<file path="config.mk">
export PLATFORM = sky130hd
export DESIGN_NAME = ufl_cordic_cell
export DESIGN_NICKNAME = d
export VERILOG_FILES = /design/src/rtl/ufl_pkg.sv /design/src/rtl/ufl_cordic_cell.sv
export SDC_FILE = /design/constraint.sdc
export NUM_CORES = 1
export LEC_CHECK = 0
export ABC_AREA = 1
export BUFFER_PORTS_ARGS = -buffer_cell sky130_fd_sc_hd__buf_2
export CORE_ASPECT_RATIO = 0.8
export CORE_MARGIN = 4
export CORE_UTILIZATION = 30
export CTS_BUF_LIST = sky130_fd_sc_hd__clkbuf_4
export DETAILED_ROUTE_END_ITERATION = 12
export SETUP_SLACK_MARGIN = 0.1
export SLEW_MARGIN = 20
export SYNTH_ARGS = -nofsm -noshare
export SYNTH_HDL_FRONTEND = slang
export SYNTH_SLANG_ARGS = --single-unit
</file>
<file path="constraint.sdc">
create_clock -name clock -period 4.5 [get_ports clock]
set_input_delay 0.225 -clock clock [delete_from_list [all_inputs] [get_ports clock]]
set_output_delay 0.225 -clock clock [all_outputs]
set_load 0.02 [all_outputs]
</file>
<file path="src/rtl/ufl_pkg.sv">
package ufl_pkg;

   // Fixed result and vector width; the payload structs are built on it.
   localparam int DATA_WIDTH            = 16;
   localparam int CORDIC_STAGES_DEFAULT = 14;
   localparam int MAX_STAGES            = 24;

   // cos and sin carry TRIG_FRAC fraction bits plus sign and one integer bit
   localparam int TRIG_FRAC    = 46 - DATA_WIDTH;
   localparam int TRIG_W       = TRIG_FRAC + 2;
   localparam int ANGLE_W      = 32;
   localparam int HEAD_W       = 16;
   localparam int COEF_W       = 16;
   localparam int PROD_W       = TRIG_W + DATA_WIDTH;
   localparam int TERM_W       = PROD_W + 1;
   localparam int MULT_W       = TERM_W + COEF_W + 1;
   localparam int ACC_W        = 64;
   localparam int COEF_SHIFT   = 12;
   localparam int RESULT_SHIFT = TRIG_FRAC + COEF_SHIFT;
   localparam int ROUND_W      = ACC_W - RESULT_SHIFT;

   localparam logic signed [HEAD_W:0] QUARTER_TURN = (HEAD_W + 1)'(16384);
   localparam logic signed [HEAD_W:0] HALF_TURN    = (HEAD_W + 1)'(32768);

   localparam logic [COEF_W-1:0] RADIUS_RESET     = COEF_W'(1229);
   localparam logic [COEF_W-1:0] INV_RADIUS_RESET = COEF_W'(13653);

   // CORDIC limit gain 0.6072529350 in Q40, rounded to TRIG_FRAC bits
   localparam longint GAIN_Q40  = 64'sd667681663058;
   localparam longint GAIN_TRIG =
      (GAIN_Q40 + (longint'(1) <<< (39 - TRIG_FRAC))) >>> (40 - TRIG_FRAC);
   localparam logic signed [TRIG_W-1:0] GAIN_INIT = TRIG_W'(GAIN_TRIG);

   localparam logic signed [ACC_W-1:0] ROUND_HALF =
      ACC_W'(longint'(1) <<< (RESULT_SHIFT - 1));
   localparam logic signed [DATA_WIDTH-1:0] RES_MAX = {1'b0, {(DATA_WIDTH-1){1'b1}}};
   localparam logic signed [DATA_WIDTH-1:0] RES_MIN = {1'b1, {(DATA_WIDTH-1){1'b0}}};

   typedef enum logic {
      OP_INVERSE = 1'b0,
      OP_FORWARD = 1'b1
   } opcode_type;

   typedef enum logic {
      CSR_RADIUS     = 1'b0,
      CSR_INV_RADIUS = 1'b1
   } csr_index_type;

   typedef struct packed {
      opcode_type                    opcode;
      logic signed [HEAD_W-1:0]      heading;
      logic signed [DATA_WIDTH-1:0]  vec_first;
      logic signed [DATA_WIDTH-1:0]  vec_second;
   } req_type;

   typedef struct packed {
      logic signed [DATA_WIDTH-1:0]  res_first;
      logic signed [DATA_WIDTH-1:0]  res_second;
      logic                          clipped;
   } rsp_type;

   // One rotator slot: the rotating vector, residual angle and the item's sideband
   typedef struct packed {
      logic                          forward;
      logic                          flip;
      logic signed [DATA_WIDTH-1:0]  a1;
      logic signed [DATA_WIDTH-1:0]  a2;
      logic signed [TRIG_W-1:0]      x;
      logic signed [TRIG_W-1:0]      y;
      logic signed [ANGLE_W-1:0]     z;
   } cell_type;

   // atan(2^-i), 2^32 = 2*pi
   function automatic logic [ANGLE_W-1:0] atan_entry(input int stage);
      logic [ANGLE_W-1:0] value;
      unique case (stage)
         0:       value = 32'd536870912;
         1:       value = 32'd316933406;
         2:       value = 32'd167458907;
         3:       value = 32'd85004756;
         4:       value = 32'd42667331;
         5:       value = 32'd21354465;
         6:       value = 32'd10679838;
         7:       value = 32'd5340245;
         8:       value = 32'd2670163;
         9:       value = 32'd1335087;
         10:      value = 32'd667544;
         11:      value = 32'd333772;
         12:      value = 32'd166886;
         13:      value = 32'd83443;
         14:      value = 32'd41722;
         15:      value = 32'd20861;
         16:      value = 32'd10430;
         17:      value = 32'd5215;
         18:      value = 32'd2608;
         19:      value = 32'd1304;
         20:      value = 32'd652;
         21:      value = 32'd326;
         22:      value = 32'd163;
         23:      value = 32'd81;
         default: value = '0;
      endcase
      return value;
   endfunction

endpackage

</file>
<file path="src/rtl/ufl_cordic_cell.sv">
module ufl_cordic_cell
   import ufl_pkg::*;
#(
   parameter int STAGE = 0
) (
   input  logic     clock,
   input  logic     reset,
   input  logic     enable,
   input  logic     up_valid,
   input  cell_type up_cell,
   output logic     dn_valid,
   output cell_type dn_cell
);

   localparam logic signed [ANGLE_W-1:0] ATAN = $signed(atan_entry(STAGE));

   logic                     valid_ff;
   cell_type                 cell_ff;
   cell_type                 cell_in;
   logic signed [TRIG_W-1:0] dx;
   logic signed [TRIG_W-1:0] dy;

   // arithmetic shift floors, as the rotation needs
   assign dx = up_cell.y >>> STAGE;
   assign dy = up_cell.x >>> STAGE;

   always_comb begin
      cell_in = up_cell;
      if (!up_cell.z[ANGLE_W-1]) begin
         cell_in.x = up_cell.x - dx;
         cell_in.y = up_cell.y + dy;
         cell_in.z = up_cell.z - ATAN;
      end else begin
         cell_in.x = up_cell.x + dx;
         cell_in.y = up_cell.y - dy;
         cell_in.z = up_cell.z + ATAN;
      end
   end

   always_ff @(posedge clock) begin
      if (reset) begin
         valid_ff <= 1'b0;
      end else if (enable) begin
         valid_ff <= up_valid;
      end
   end

   always_ff @(posedge clock) begin
      if (enable) begin
         cell_ff <= cell_in;
      end
   end

   assign dn_valid = valid_ff;
   assign dn_cell  = cell_ff;

endmodule

</file>
======== After elaboration in Yosys (flattened, before gate mapping) ========
Index checks and enable logic that the tools add are counted.
storage, ports and cells
  bits of input ports ..................... 134
  register bits ........................... 131
cells by class
  add/sub/neg operators ................... 5
  mux-type cells .......................... 1
operators with widths
  kind                                                 number
  two-way mux 96 bit                                   1
  subtractor 32 bit                                    2
  adder 32 x 31 -> 32 bit, second input constant       1
  adder 32 bit                                         1
  subtractor 32 x 31 -> 32 bit, second input constant  1

======== Logic depth before layout (Yosys ltp) ========
Gate-level depths: netlist of the first run.
  depth in word-level cells ............... 2
  mapped depth ............................ 17
  depth with buffers taken out ............ 16

======== Worst setup path before layout of the first run ========
No wires, ideal clock.
  path kind ............................... input port to flip-flop
  start point ............................. input port up_cell[32] (netlist name)
  end point ............................... register cell_ff (netlist bit dn_cell[92]), data pin
  arrival ................................. 1.572 ns
  stages .................................. 11
  setup slack ............................. 2.675 ns
  data required time ...................... 4.246 ns
  cells stage by stage .................... ha_1 fa_1 nand2_1 nand2_1 and2_1 nand2_1 nand3_2 nand2_1 nand3_1 nand3_1 nand2_1
RTL lines
  what                    RTL line               source
  start: declaration      ufl_cordic_cell.sv:10  input cell_type up_cell,
  end signal: assignment  ufl_cordic_cell.sv:50  cell_ff <= cell_in;
  end: declaration        ufl_cordic_cell.sv:18  cell_type cell_ff;

==> results of run 1 <==
[cells in the mapped netlist, drive strengths merged, types with 19 or more instances]
cell type and n:
nor2 113, xor2 25, nand3 147, buf 32, a21oi 71, nand4 19, nand2 622, inv 329
edfxtp 129, ha 94, o21ai 36
[stage by stage]
stage               setup slack (ns)  total power (uW)
floorplan                       2.67              2480
global placement                2.03              2990
detailed placement              2.04              3000
CTS                             2.27              3970
global route                    2.05              4190
finish                          2.16              3930
[registers in the layout, summed over array words and instances (netlist names)]
name      cells
dn_cell     129
dn_valid      1
[placed cells by master, fill, tap and decap left out, drive strengths merged, types with 25 or more instances in the layout]
master	instances
a21oi	71
buf	267
dlygate4sd3	68
edfxtp	129
ha	94
inv	336
nand2	622
nand3	147
nor2	113
o21ai	36
xor2	25
[worst paths after layout]
path | slack (ns) | endpoint
max | 2.16 | dn_cell[84]
min | 0.12 | dn_cell[64]
max reg2reg | 3.35 | dn_valid
min reg2reg | 1.06 | dn_valid
[metal layers]
metal / GRT usage / routed length, um / vias to the layer above
met5: 0 / 0 / -
li1: - / - / 5853
met3: 0.0251 / 2580 / 39
met4: 0.0536 / 810 / 0
met1: 0.289 / 20300 / 5294
met2: 0.305 / 17700 / 407
[power by group through the flow]
| stage | clock (uW) | sequential (uW) | combinational [uW] |
|---|---|---|---|
| global route | 983 | 1550 | 1650 |
| global placement | 0 | 1570 | 1420 |
| CTS | 942 | 1540 | 1480 |
| finish | 899 | 1540 | 1490 |
| floorplan | 0 | 1730 | 745 |
| detailed placement | 0 | 1570 | 1430 |
[cell type report]
cell class | count | area, um^2
flip-flops and latches | 130 | 3890
fillers | 4008 | 23200
multi-input cells | 1177 | 6050
diodes | 1 | 2.50
clock buffers | 17 | 128
repair buffers | 335 | 2030
inverters | 332 | 1250
clock inverters | 15 | 171
well taps | 487 | 609
[logic make-up (layout without fill, tap and decap cells)]
logic type      after synthesis  in the layout
compound gates              134            134
xor+xnor                     25             25
flops                       130            130
simple gates                919            919
buf+inv                     374            699
fa+ha+maj                    98             98
mux                           1              1
other cells                   0              1
[critical path, delay by kind of cell]
family,cells,cell delay [ns]
buf+inv,4,0.88
fa+ha+maj,2,0.68
simple gates,9,0.92
==> key figures, run 1 <==
Timing
  • Min cycle time layout: around 2.3 ns
  • Fin Hold WS: approximately 0.12 ns
  • Final period util: 0.521
  • Worst slew pin tran: a little under 1 ns
  • RSZ-0062 raised after global routing: false
  • Peak Freq: between 0.4 and 0.5 GHz
  • Worst rel slew slack: 0.350
  • Setup violators final: 0
  • Post-Route Skew: 0 ns
  • Post-route setup TNS: 0 ns
  • Final Hold Violating Endpoints: 0
  • Slew Limit Fails: 0

Yosys
  • Syn Nets: between 1500 and 2000
  • Post-synthesis async set-or-reset flop share: 0
  • Main combinational cell family by area after synthesis: simple AND/OR/NAND/NOR gates
  • Main synth FF type: edfxtp_1
  • Post-synth EDFFs: 129
  • Largest area contributor in the netlist: edfxtp_1
  • Sequential cell area fraction in the yosys report: 0.341
  • Synth Area in Adders: 0.110
  • Syn Std Cell Area: roughly 11000 um^2
  • Synth Instances: roughly 1700
  • Post-synth top area share: 0.339
  • Avg Inst Size Synth: 6.80 um^2
  • #FFs+latches synth: 130
  • Warnings, synthesis: 0
  • Xor/xnor share of the synthesized area: 0.0192
  • Simple-gate share of the synthesized area: 0.335
  • Compound-Gate Fraction of Synth Area: 0.0644
  • Synth cell types: 38
  • Mux contribution to synthesized area: 0.000876
  • Synth area leaders: edfxtp_1, nand2_1, inv_1

Power and ir drop
  • Combinational power share: 0.379
  • Int Power: about 2300 uW
  • Clk pwr share: 0.229
  • Switching power: 1610 uW
  • Seq pwr share: 0.392
  • VDD IR max: 0.117 mV
  • Leak: 0.00761 uW
  • Sw frac: 0.411
  • Pwr dens: between 200 and 300 nW/um^2

Clocking
  • Num CTS Buffers: 17
  • Clk_lat worst skew: around 0.57 ns
  • CTS Buffer Depth: 2
  • Post-CTS Setup Inserts: 0
  • Depth of the CTS H-tree: 4
  • Post_cts resized: 0
  • CTS tree: done
  • Register clock-pin slew on the reported worst setup and hold paths: ~0.15 ns
  • Hold Buf Count CTS: between 60 and 70
  • Clock root cell: clkbuf_4
  • Total clock sinks: between 100 and 150

Worst setup path
  • R2R cell count: 3
  • Reg2reg start: dn_valid
  • Slowest CP cell: dlygate4sd3_1
  • Worst path cell trace: dlygate4sd3_1, buf_2, inv_1, ha_1, fa_1, inv_1, nand2_1, nand3_1, nand2_1, nand3b_2, nand2_1, nand2_1, nand2_1, nand3_1, nand2_1
  • Critical path's largest stage delay: 0.53 ns
  • CP most frequent cell: nand2_1
  • Setup CP Type: in2reg
  • Critical path arrival: about 2.7 ns
  • Critical Path RT: ~5 ns
  • Worst Path Max Fanout: 4
  • Setup crit start: up_cell[64]
  • Worst Setup Start Kind: input port
  • CP Capture Type: flip-flop

Final layout
  • Util after Layout: 0.379
  • Final net count: roughly 2200
  • Non-filler instance count after layout: roughly 2500
  • Area Overhead vs Synth: 23.7%
  • Final instance area: 14100 um^2
  • Ratio of cells with drive above 1 in the final layout: 0.168

Routing
  • First-pass iteration count of the detailed router: 5
  • Total Wirelength: 41400 um
  • Via density per instance: 4.65
  • Remaining DRCs: 0
  • Drt initial violations: around 800
  • Post-route ant nets: 0
  • Routed len/inst: 16.6 um
  • DR vias: ~12000

Min path
  • Hold Path Cell Cnt: 4
  • HP Start: up_cell[32]
  • Hold Path Class: in2reg

Global route
  • Grt ovf: 0
  • Vias in the first global route: 11300
  • Global Route Usage Sum: 0.197
  • Initial antenna violation count: 1
  • First-pass GRT wire length: 62900 um
  • Largest net degree at the start of global routing: 93

Floorplanning
  • Num ports: 265
  • Rows: 63
  • Chip width: about 230 um
  • Initial core utilization: 0.306
  • Die ar.: around 41000 um^2
  • Core Region: about 37000 um^2
  • Height of the die: between 150 and 200 um

Placed design
  • Cell Area, Placed: 13100 um^2
  • Number of port buffers: ~260
  • Dpl cells: roughly 2400
  • Placed wire-length estimate: ~33000 um
  • Final Wtd Congestion: around 0.94

Run
  • Max-cap violations: 0

Run status
  • Outcome: finished clean
Power figures use the tool's default switching activity.
==> run 2, diff against run 1 <==
==> constraint.sdc (replaced) <==
create_clock -name clock -period 2.4 [get_ports clock]
set_input_delay 0.12 -clock clock [delete_from_list [all_inputs] [get_ports clock]]
set_output_delay 0.12 -clock clock [all_outputs]
set_load 0.02 [all_outputs]
==> run 2 against run 1 <==
Against the previous run:
- first-iteration DRC count rose by 15%
- sequential power rose by 87%
- cell count rose by 1.4%
- non-clock buffer count rose by 34
- hold slack got worse by 0.024 ns
- setup slack got worse by 1.9 ns
- critical endpoint is now dn_cell[50]
- largest cell class unchanged
==> key figures, run 2 (synthesized netlist as in run 1, its figures left out) <==
Power and ir drop
  • Int Power: between 4000 and 5000 uW
  • Combinational power share: 0.387
  • Sw frac: 0.407
  • Clk pwr share: 0.224
  • Leak: 0.00778 uW
  • Total power: ~7400 uW
  • Pwr dens: between 500 and 600 nW/um^2
  • VDD IR max: roughly 0.23 mV
  • Seq pwr share: 0.389
  • Switching power: ~3000 uW

Final layout
  • Area Overhead vs Synth: 26.3%
  • Ratio of cells with drive above 1 in the final layout: 0.179
  • Most frequent cells in the layout: nand2_1, inv_1, buf_2
  • Final net count: about 2300
  • Commonest non-fill, non-tap cell in the layout: nand2_1
  • Non-filler instance count after layout: 2528
  • Max reg flops: 129

Clocking
  • Register clock-pin slew on the reported worst setup and hold paths: 0.17 ns
  • Clk_lat worst skew: around 0.58 ns
  • Depth of the CTS H-tree: 4
  • Hold Buf Count CTS: 74
  • Total clock sinks: 130
  • CTS Buffer Depth: 2
  • Clock root cell: clkbuf_4
  • Post_cts resized: 0
  • Post-CTS Setup Inserts: 0
  • CTS tree: done
  • Num CTS Buffers: 17

Floorplanning
  • Initial core utilization: 0.306
  • Die ar.: roughly 41000 um^2
  • Chip width: approximately 230 um
  • Rows: 63
  • Num ports: 265
  • Height of the die: roughly 180 um
  • Core Region: 37300 um^2

Global route
  • Vias in the first global route: between 10000 and 15000
  • First-pass GRT wire length: between 60000 and 70000 um
  • Initial antenna violation count: 1
  • Largest net degree at the start of global routing: between 40 and 50
  • Grt ovf: 0
  • Global Route Usage Sum: 0.195

Routing
  • Drt initial violations: approximately 900
  • Routed len/inst: ~16 um
  • DR vias: between 10000 and 15000
  • Remaining DRCs: 0
  • Total Wirelength: 41300 um
  • Post-route ant nets: 0
  • First-pass iteration count of the detailed router: 5
  • Via density per instance: 4.63

Worst setup path
  • Critical Path RT: approximately 2.8 ns
  • Worst Setup Start Kind: input port
  • CP Capture Type: flip-flop
  • Setup CP Type: in2reg
  • Worst Path Max Fanout: 3
  • Critical path arrival: around 2.5 ns
  • R2R cell count: 3

Timing
  • Worst slew pin tran: between 0.4 and 0.5 ns
  • Final period util: 0.896
  • Post-Route Skew: 0 ns
  • Min cycle time layout: between 2 and 2.5 ns
  • Post-route setup TNS: 0 ns
  • RSZ-0062 raised after global routing: false
  • Worst rel slew slack: 0.667
  • Setup violators final: 0
  • Peak Freq: around 0.47 GHz
  • Slew Limit Fails: 0
  • Final Hold Violating Endpoints: 0

Run
  • Max-cap violations: 0

Placed design
  • Dpl cells: between 2000 and 2500
  • Placed wire-length estimate: ~34000 um
  • Final Wtd Congestion: about 0.92
  • Number of port buffers: 264

Run status
  • Outcome: finished clean

Min path
  • Hold Path Cell Cnt: 3
  • Hold Path Class: in2reg
[run 2: cell types whose count changed in the layout (fill, tap and decap cells not counted), sizes merged]
cell         before  now
buf             267  295
dlygate4sd3      68   74
clkinv            6    7
inv             336  335
[run 2: final cells by class]
class,instances,area (um^2)
diodes,1,2.50
clock buffers,17,128
clock inverters,15,171
fillers,3946,22900
inverters,332,1250
multi-input cells,1177,6050
flip-flops and latches,130,3890
well taps,487,609
repair buffers,369,2330
[run 2: power groups by stage]
stage          Sequential [uW]  Clock, uW  Combinational (uW)
6_report                  2880       1660                2870
5_1_grt                   2910       1820                3180
4_1_cts                   2890       1740                2860
3_5_place_dp              2940          0                2750
3_3_place_gp              2940          0                2740
2_1_floorplan             3250          0                1400
[run 2: final timing paths]
| kind | from | end | slack (ns) |
|---|---|---|---|
| min reg2reg | dn_valid | dn_valid | 1.07 |
| max | up_cell[64] | dn_cell[50] | 0.25 |
| max reg2reg | dn_valid | dn_valid | 1.25 |
| min | up_cell[33] | dn_cell[65] | 0.1 |
[run 2: per-layer routing]
layer | up-vias | wire length [um] | part of all wire | GRT usage
li1 | 5925 | - | - | -
met1 | 5361 | 20400 | 0.49 | 0.285
met2 | 378 | 17400 | 0.42 | 0.301
met3 | 34 | 2840 | 0.069 | 0.0341
met4 | 0 | 598 | 0.014 | 0.0458
met5 | - | 0 | 0 | 0
[run 2: metrics by stage]
step	hold WS (ns)	cell area [um^2]	setup slack, ns	utilization
6_report	0.0989	14400	0.251	0.387
5_1_grt	0.0670	14400	0.116	0.387
4_1_cts	0.0172	14400	0.343	0.387
3_5_place_dp	0.290	13400	0.0575	0.359
3_3_place_gp	0.278	13400	0.0128	0.359
2_1_floorplan	0.192	11400	0.680	-
[run 2: critical path, cell delays in order]
cell	delay, ns
dlygate4sd3_1	0.53
buf_2	0.14
ha_1	0.23
fa_1	0.42
nand2_1	0.10
nand2_1	0.10
nand3_1	0.09
nand2_1	0.10
nand2_1	0.08
nand2_1	0.15
nand2_1	0.13
nand4_1	0.12
nand3_1	0.13
nand2_1	0.09
==> run 3, diff against run 2 <==
--- a/config.mk
+++ b/config.mk
@@ -11,7 +11,9 @@
 export CORE_MARGIN = 4
 export CORE_UTILIZATION = 30
 export CTS_BUF_LIST = sky130_fd_sc_hd__clkbuf_4
+export CTS_CLUSTER_SIZE = 12
 export DETAILED_ROUTE_END_ITERATION = 12
+export RECOVER_POWER = 100
 export SETUP_SLACK_MARGIN = 0.1
 export SLEW_MARGIN = 20
 export SYNTH_ARGS = -nofsm -noshare
==> run 3 against run 2 <==
Against the previous run:
- final area fell by 1.6%
- critical path depth down 1
- cell count is the same
- die area stayed put
- setup slack lost 0.046 ns
- critical path type unchanged
- first-iteration DRC count increased by 7.7%
- hold slack gained 0.0020 ns
- count of clock-buffer cells in the layout stayed put
==> key figures, run 3 (synthesized netlist as in run 1, its figures left out) <==
Clocking
  • Clk_lat worst skew: 0.58 ns
  • Hold Buf Count CTS: 74
  • Register clock-pin slew on the reported worst setup and hold paths: between 0.1 and 0.15 ns
  • Total clock sinks: 130
  • Post-CTS Setup Inserts: 0
  • Post_cts resized: 0
  • Depth of the CTS H-tree: 4
  • Clock root cell: clkbuf_4
  • CTS Buffer Depth: 2
  • Num CTS Buffers: 17
  • CTS tree: done

Timing
  • Post-Route Skew: 0 ns
  • Peak Freq: between 0.4 and 0.5 GHz
  • Worst rel slew slack: 0.299
  • Setup violators final: 0
  • RSZ-0062 raised after global routing: false
  • Worst slew pin tran: 1.05 ns
  • Final Hold Violating Endpoints: 0
  • Post-route setup TNS: 0 ns
  • Slew Limit Fails: 0
  • Final period util: 0.915
  • Min cycle time layout: 2.20 ns

Placed design
  • Number of port buffers: roughly 260
  • Dpl cells: about 2400
  • Placed wire-length estimate: 34300 um
  • Final Wtd Congestion: around 0.9

Final layout
  • Commonest non-fill, non-tap cell in the layout: nand2_1
  • Most frequent cells in the layout: nand2_1, inv_1, nand3_1
  • Ratio of cells with drive above 1 in the final layout: 0.109
  • Area Overhead vs Synth: 24.2%
  • Fillers: about 4000
  • Non-filler instance count after layout: 2528
  • Max reg flops: roughly 130
  • Util after Layout: 0.381
  • Final net count: around 2300

Worst setup path
  • Slowest CP cell: dlygate4sd3_1
  • Worst Path Max Fanout: 3
  • Reg2reg start: dn_valid
  • Worst Setup Start Kind: input port
  • Setup CP Type: in2reg
  • R2R cell count: 3
  • Critical path's largest stage delay: 0.53 ns
  • Crit path buffers/inverters: 2
  • CP most frequent cell: nand2_1
  • Crit path depth: 13
  • Reg2reg setup slack: around 1.2 ns
  • CP Capture Type: flip-flop
  • Setup crit start: up_cell[64]
  • Crit path capture: dn_cell[60]
  • Worst path cell trace: dlygate4sd3_1, buf_2, ha_1, fa_1, nand2_1, nand2_1, and2_0, nand2_1, nand3_1, nand2_1, nand3_1, nand3_1, nand2_1
  • Reg2reg end: dn_valid
  • Top Family by Delay on Critical Path: simple AND/OR/NAND/NOR gates
  • Critical Path RT: ~2.8 ns
  • Critical path arrival: between 2 and 3 ns

Global route
  • Vias in the first global route: ~11000
  • Global Route Usage Sum: 0.195
  • Initial antenna violation count: 1
  • Grt ovf: 0
  • First-pass GRT wire length: between 60000 and 70000 um
  • Largest net degree at the start of global routing: 42

Floorplanning
  • Die ar.: roughly 41000 um^2
  • Chip width: about 230 um
  • Rows: 63
  • Initial core utilization: 0.306
  • Height of the die: around 180 um
  • Core Region: between 30000 and 40000 um^2
  • Num ports: 265

Power and ir drop
  • VDD IR max: between 0.2 and 0.25 mV
  • Pwr dens: between 500 and 600 nW/um^2
  • Leak: approximately 0.0074 uW

Routing
  • DR vias: between 10000 and 15000
  • Total Wirelength: around 41000 um
  • Remaining DRCs: 0
  • Via density per instance: 4.64
  • First-pass iteration count of the detailed router: 6
  • Post-route ant nets: 0
  • Drt initial violations: 980
  • Routed len/inst: 16.4 um

Run status
  • Outcome: finished clean

Run
  • Max-cap violations: 0

Min path
  • Hold Path Class: in2reg
  • Hold Path Cell Cnt: 3
-- run 3: changes by cell type in the layout (fill, tap and decap cells not counted), sizes merged --
| cell | before | now |
|---|---|---|
| buf | 295 | 150 |
| clkbuf | 17 | 162 |
-- run 3: worst min path at each step --
| stage | start | end | slack (ns) |
|---|---|---|---|
| 2_1_floorplan | reset | dn_valid | 0.19 |
| 3_3_place_gp | reset | dn_valid | 0.28 |
| 3_5_place_dp | reset | dn_valid | 0.29 |
| 4_1_cts | up_cell[33] | dn_cell[65] | 0.02 |
| 5_1_grt | up_cell[33] | dn_cell[65] | 0.07 |
| 6_report | up_cell[33] | dn_cell[65] | 0.10 |
-- run 3: worst reg2reg max path: cells and delay by family (launching register included) --
family,cells,cell delay [ns]
buf+inv,1,0.55
flops,1,0.33
mux,1,0.12
simple gates,1,0.06
-- run 3: power by group --
part           switching [uW]  internal [uW]  total [uW]
sequential               86.4           2810        2890
combinational            1920            863        2780
clock                    1010            645        1660
-- run 3: per-stage QoR --
stage               setup slack [ns]  hold slack, ns  power [uW]  area (um^2)
floorplan                      0.680           0.192        4650        11400
global placement              0.0128           0.278        5670        13400
detailed placement            0.0575           0.290        5690        13400
CTS                            0.343          0.0172        7490        14400
global route                  0.0709          0.0670        7830        14200
finish                         0.204           0.101        7340        14200
-- run 3: cell type report --
type | instances | area (um^2) | area share
multi-input cells | 1177 | 6030 | 0.425
flip-flops and latches | 130 | 3890 | 0.274
repair buffers | 369 | 2100 | 0.148
inverters | 332 | 1250 | 0.0878
well taps | 487 | 609 | 0.0429
clock inverters | 15 | 171 | 0.0121
clock buffers | 17 | 128 | 0.00899
diodes | 1 | 2.50 | 0.000176
-- run 3: routing by layer --
metal	track usage	vias up	routed length, um	share of wire
met5	0	-	0	0
met4	0.0458	0	598	0.014
met3	0.0341	34	3160	0.076
met2	0.301	420	17500	0.42
met1	0.285	5341	20200	0.49
li1	-	5923	-	-
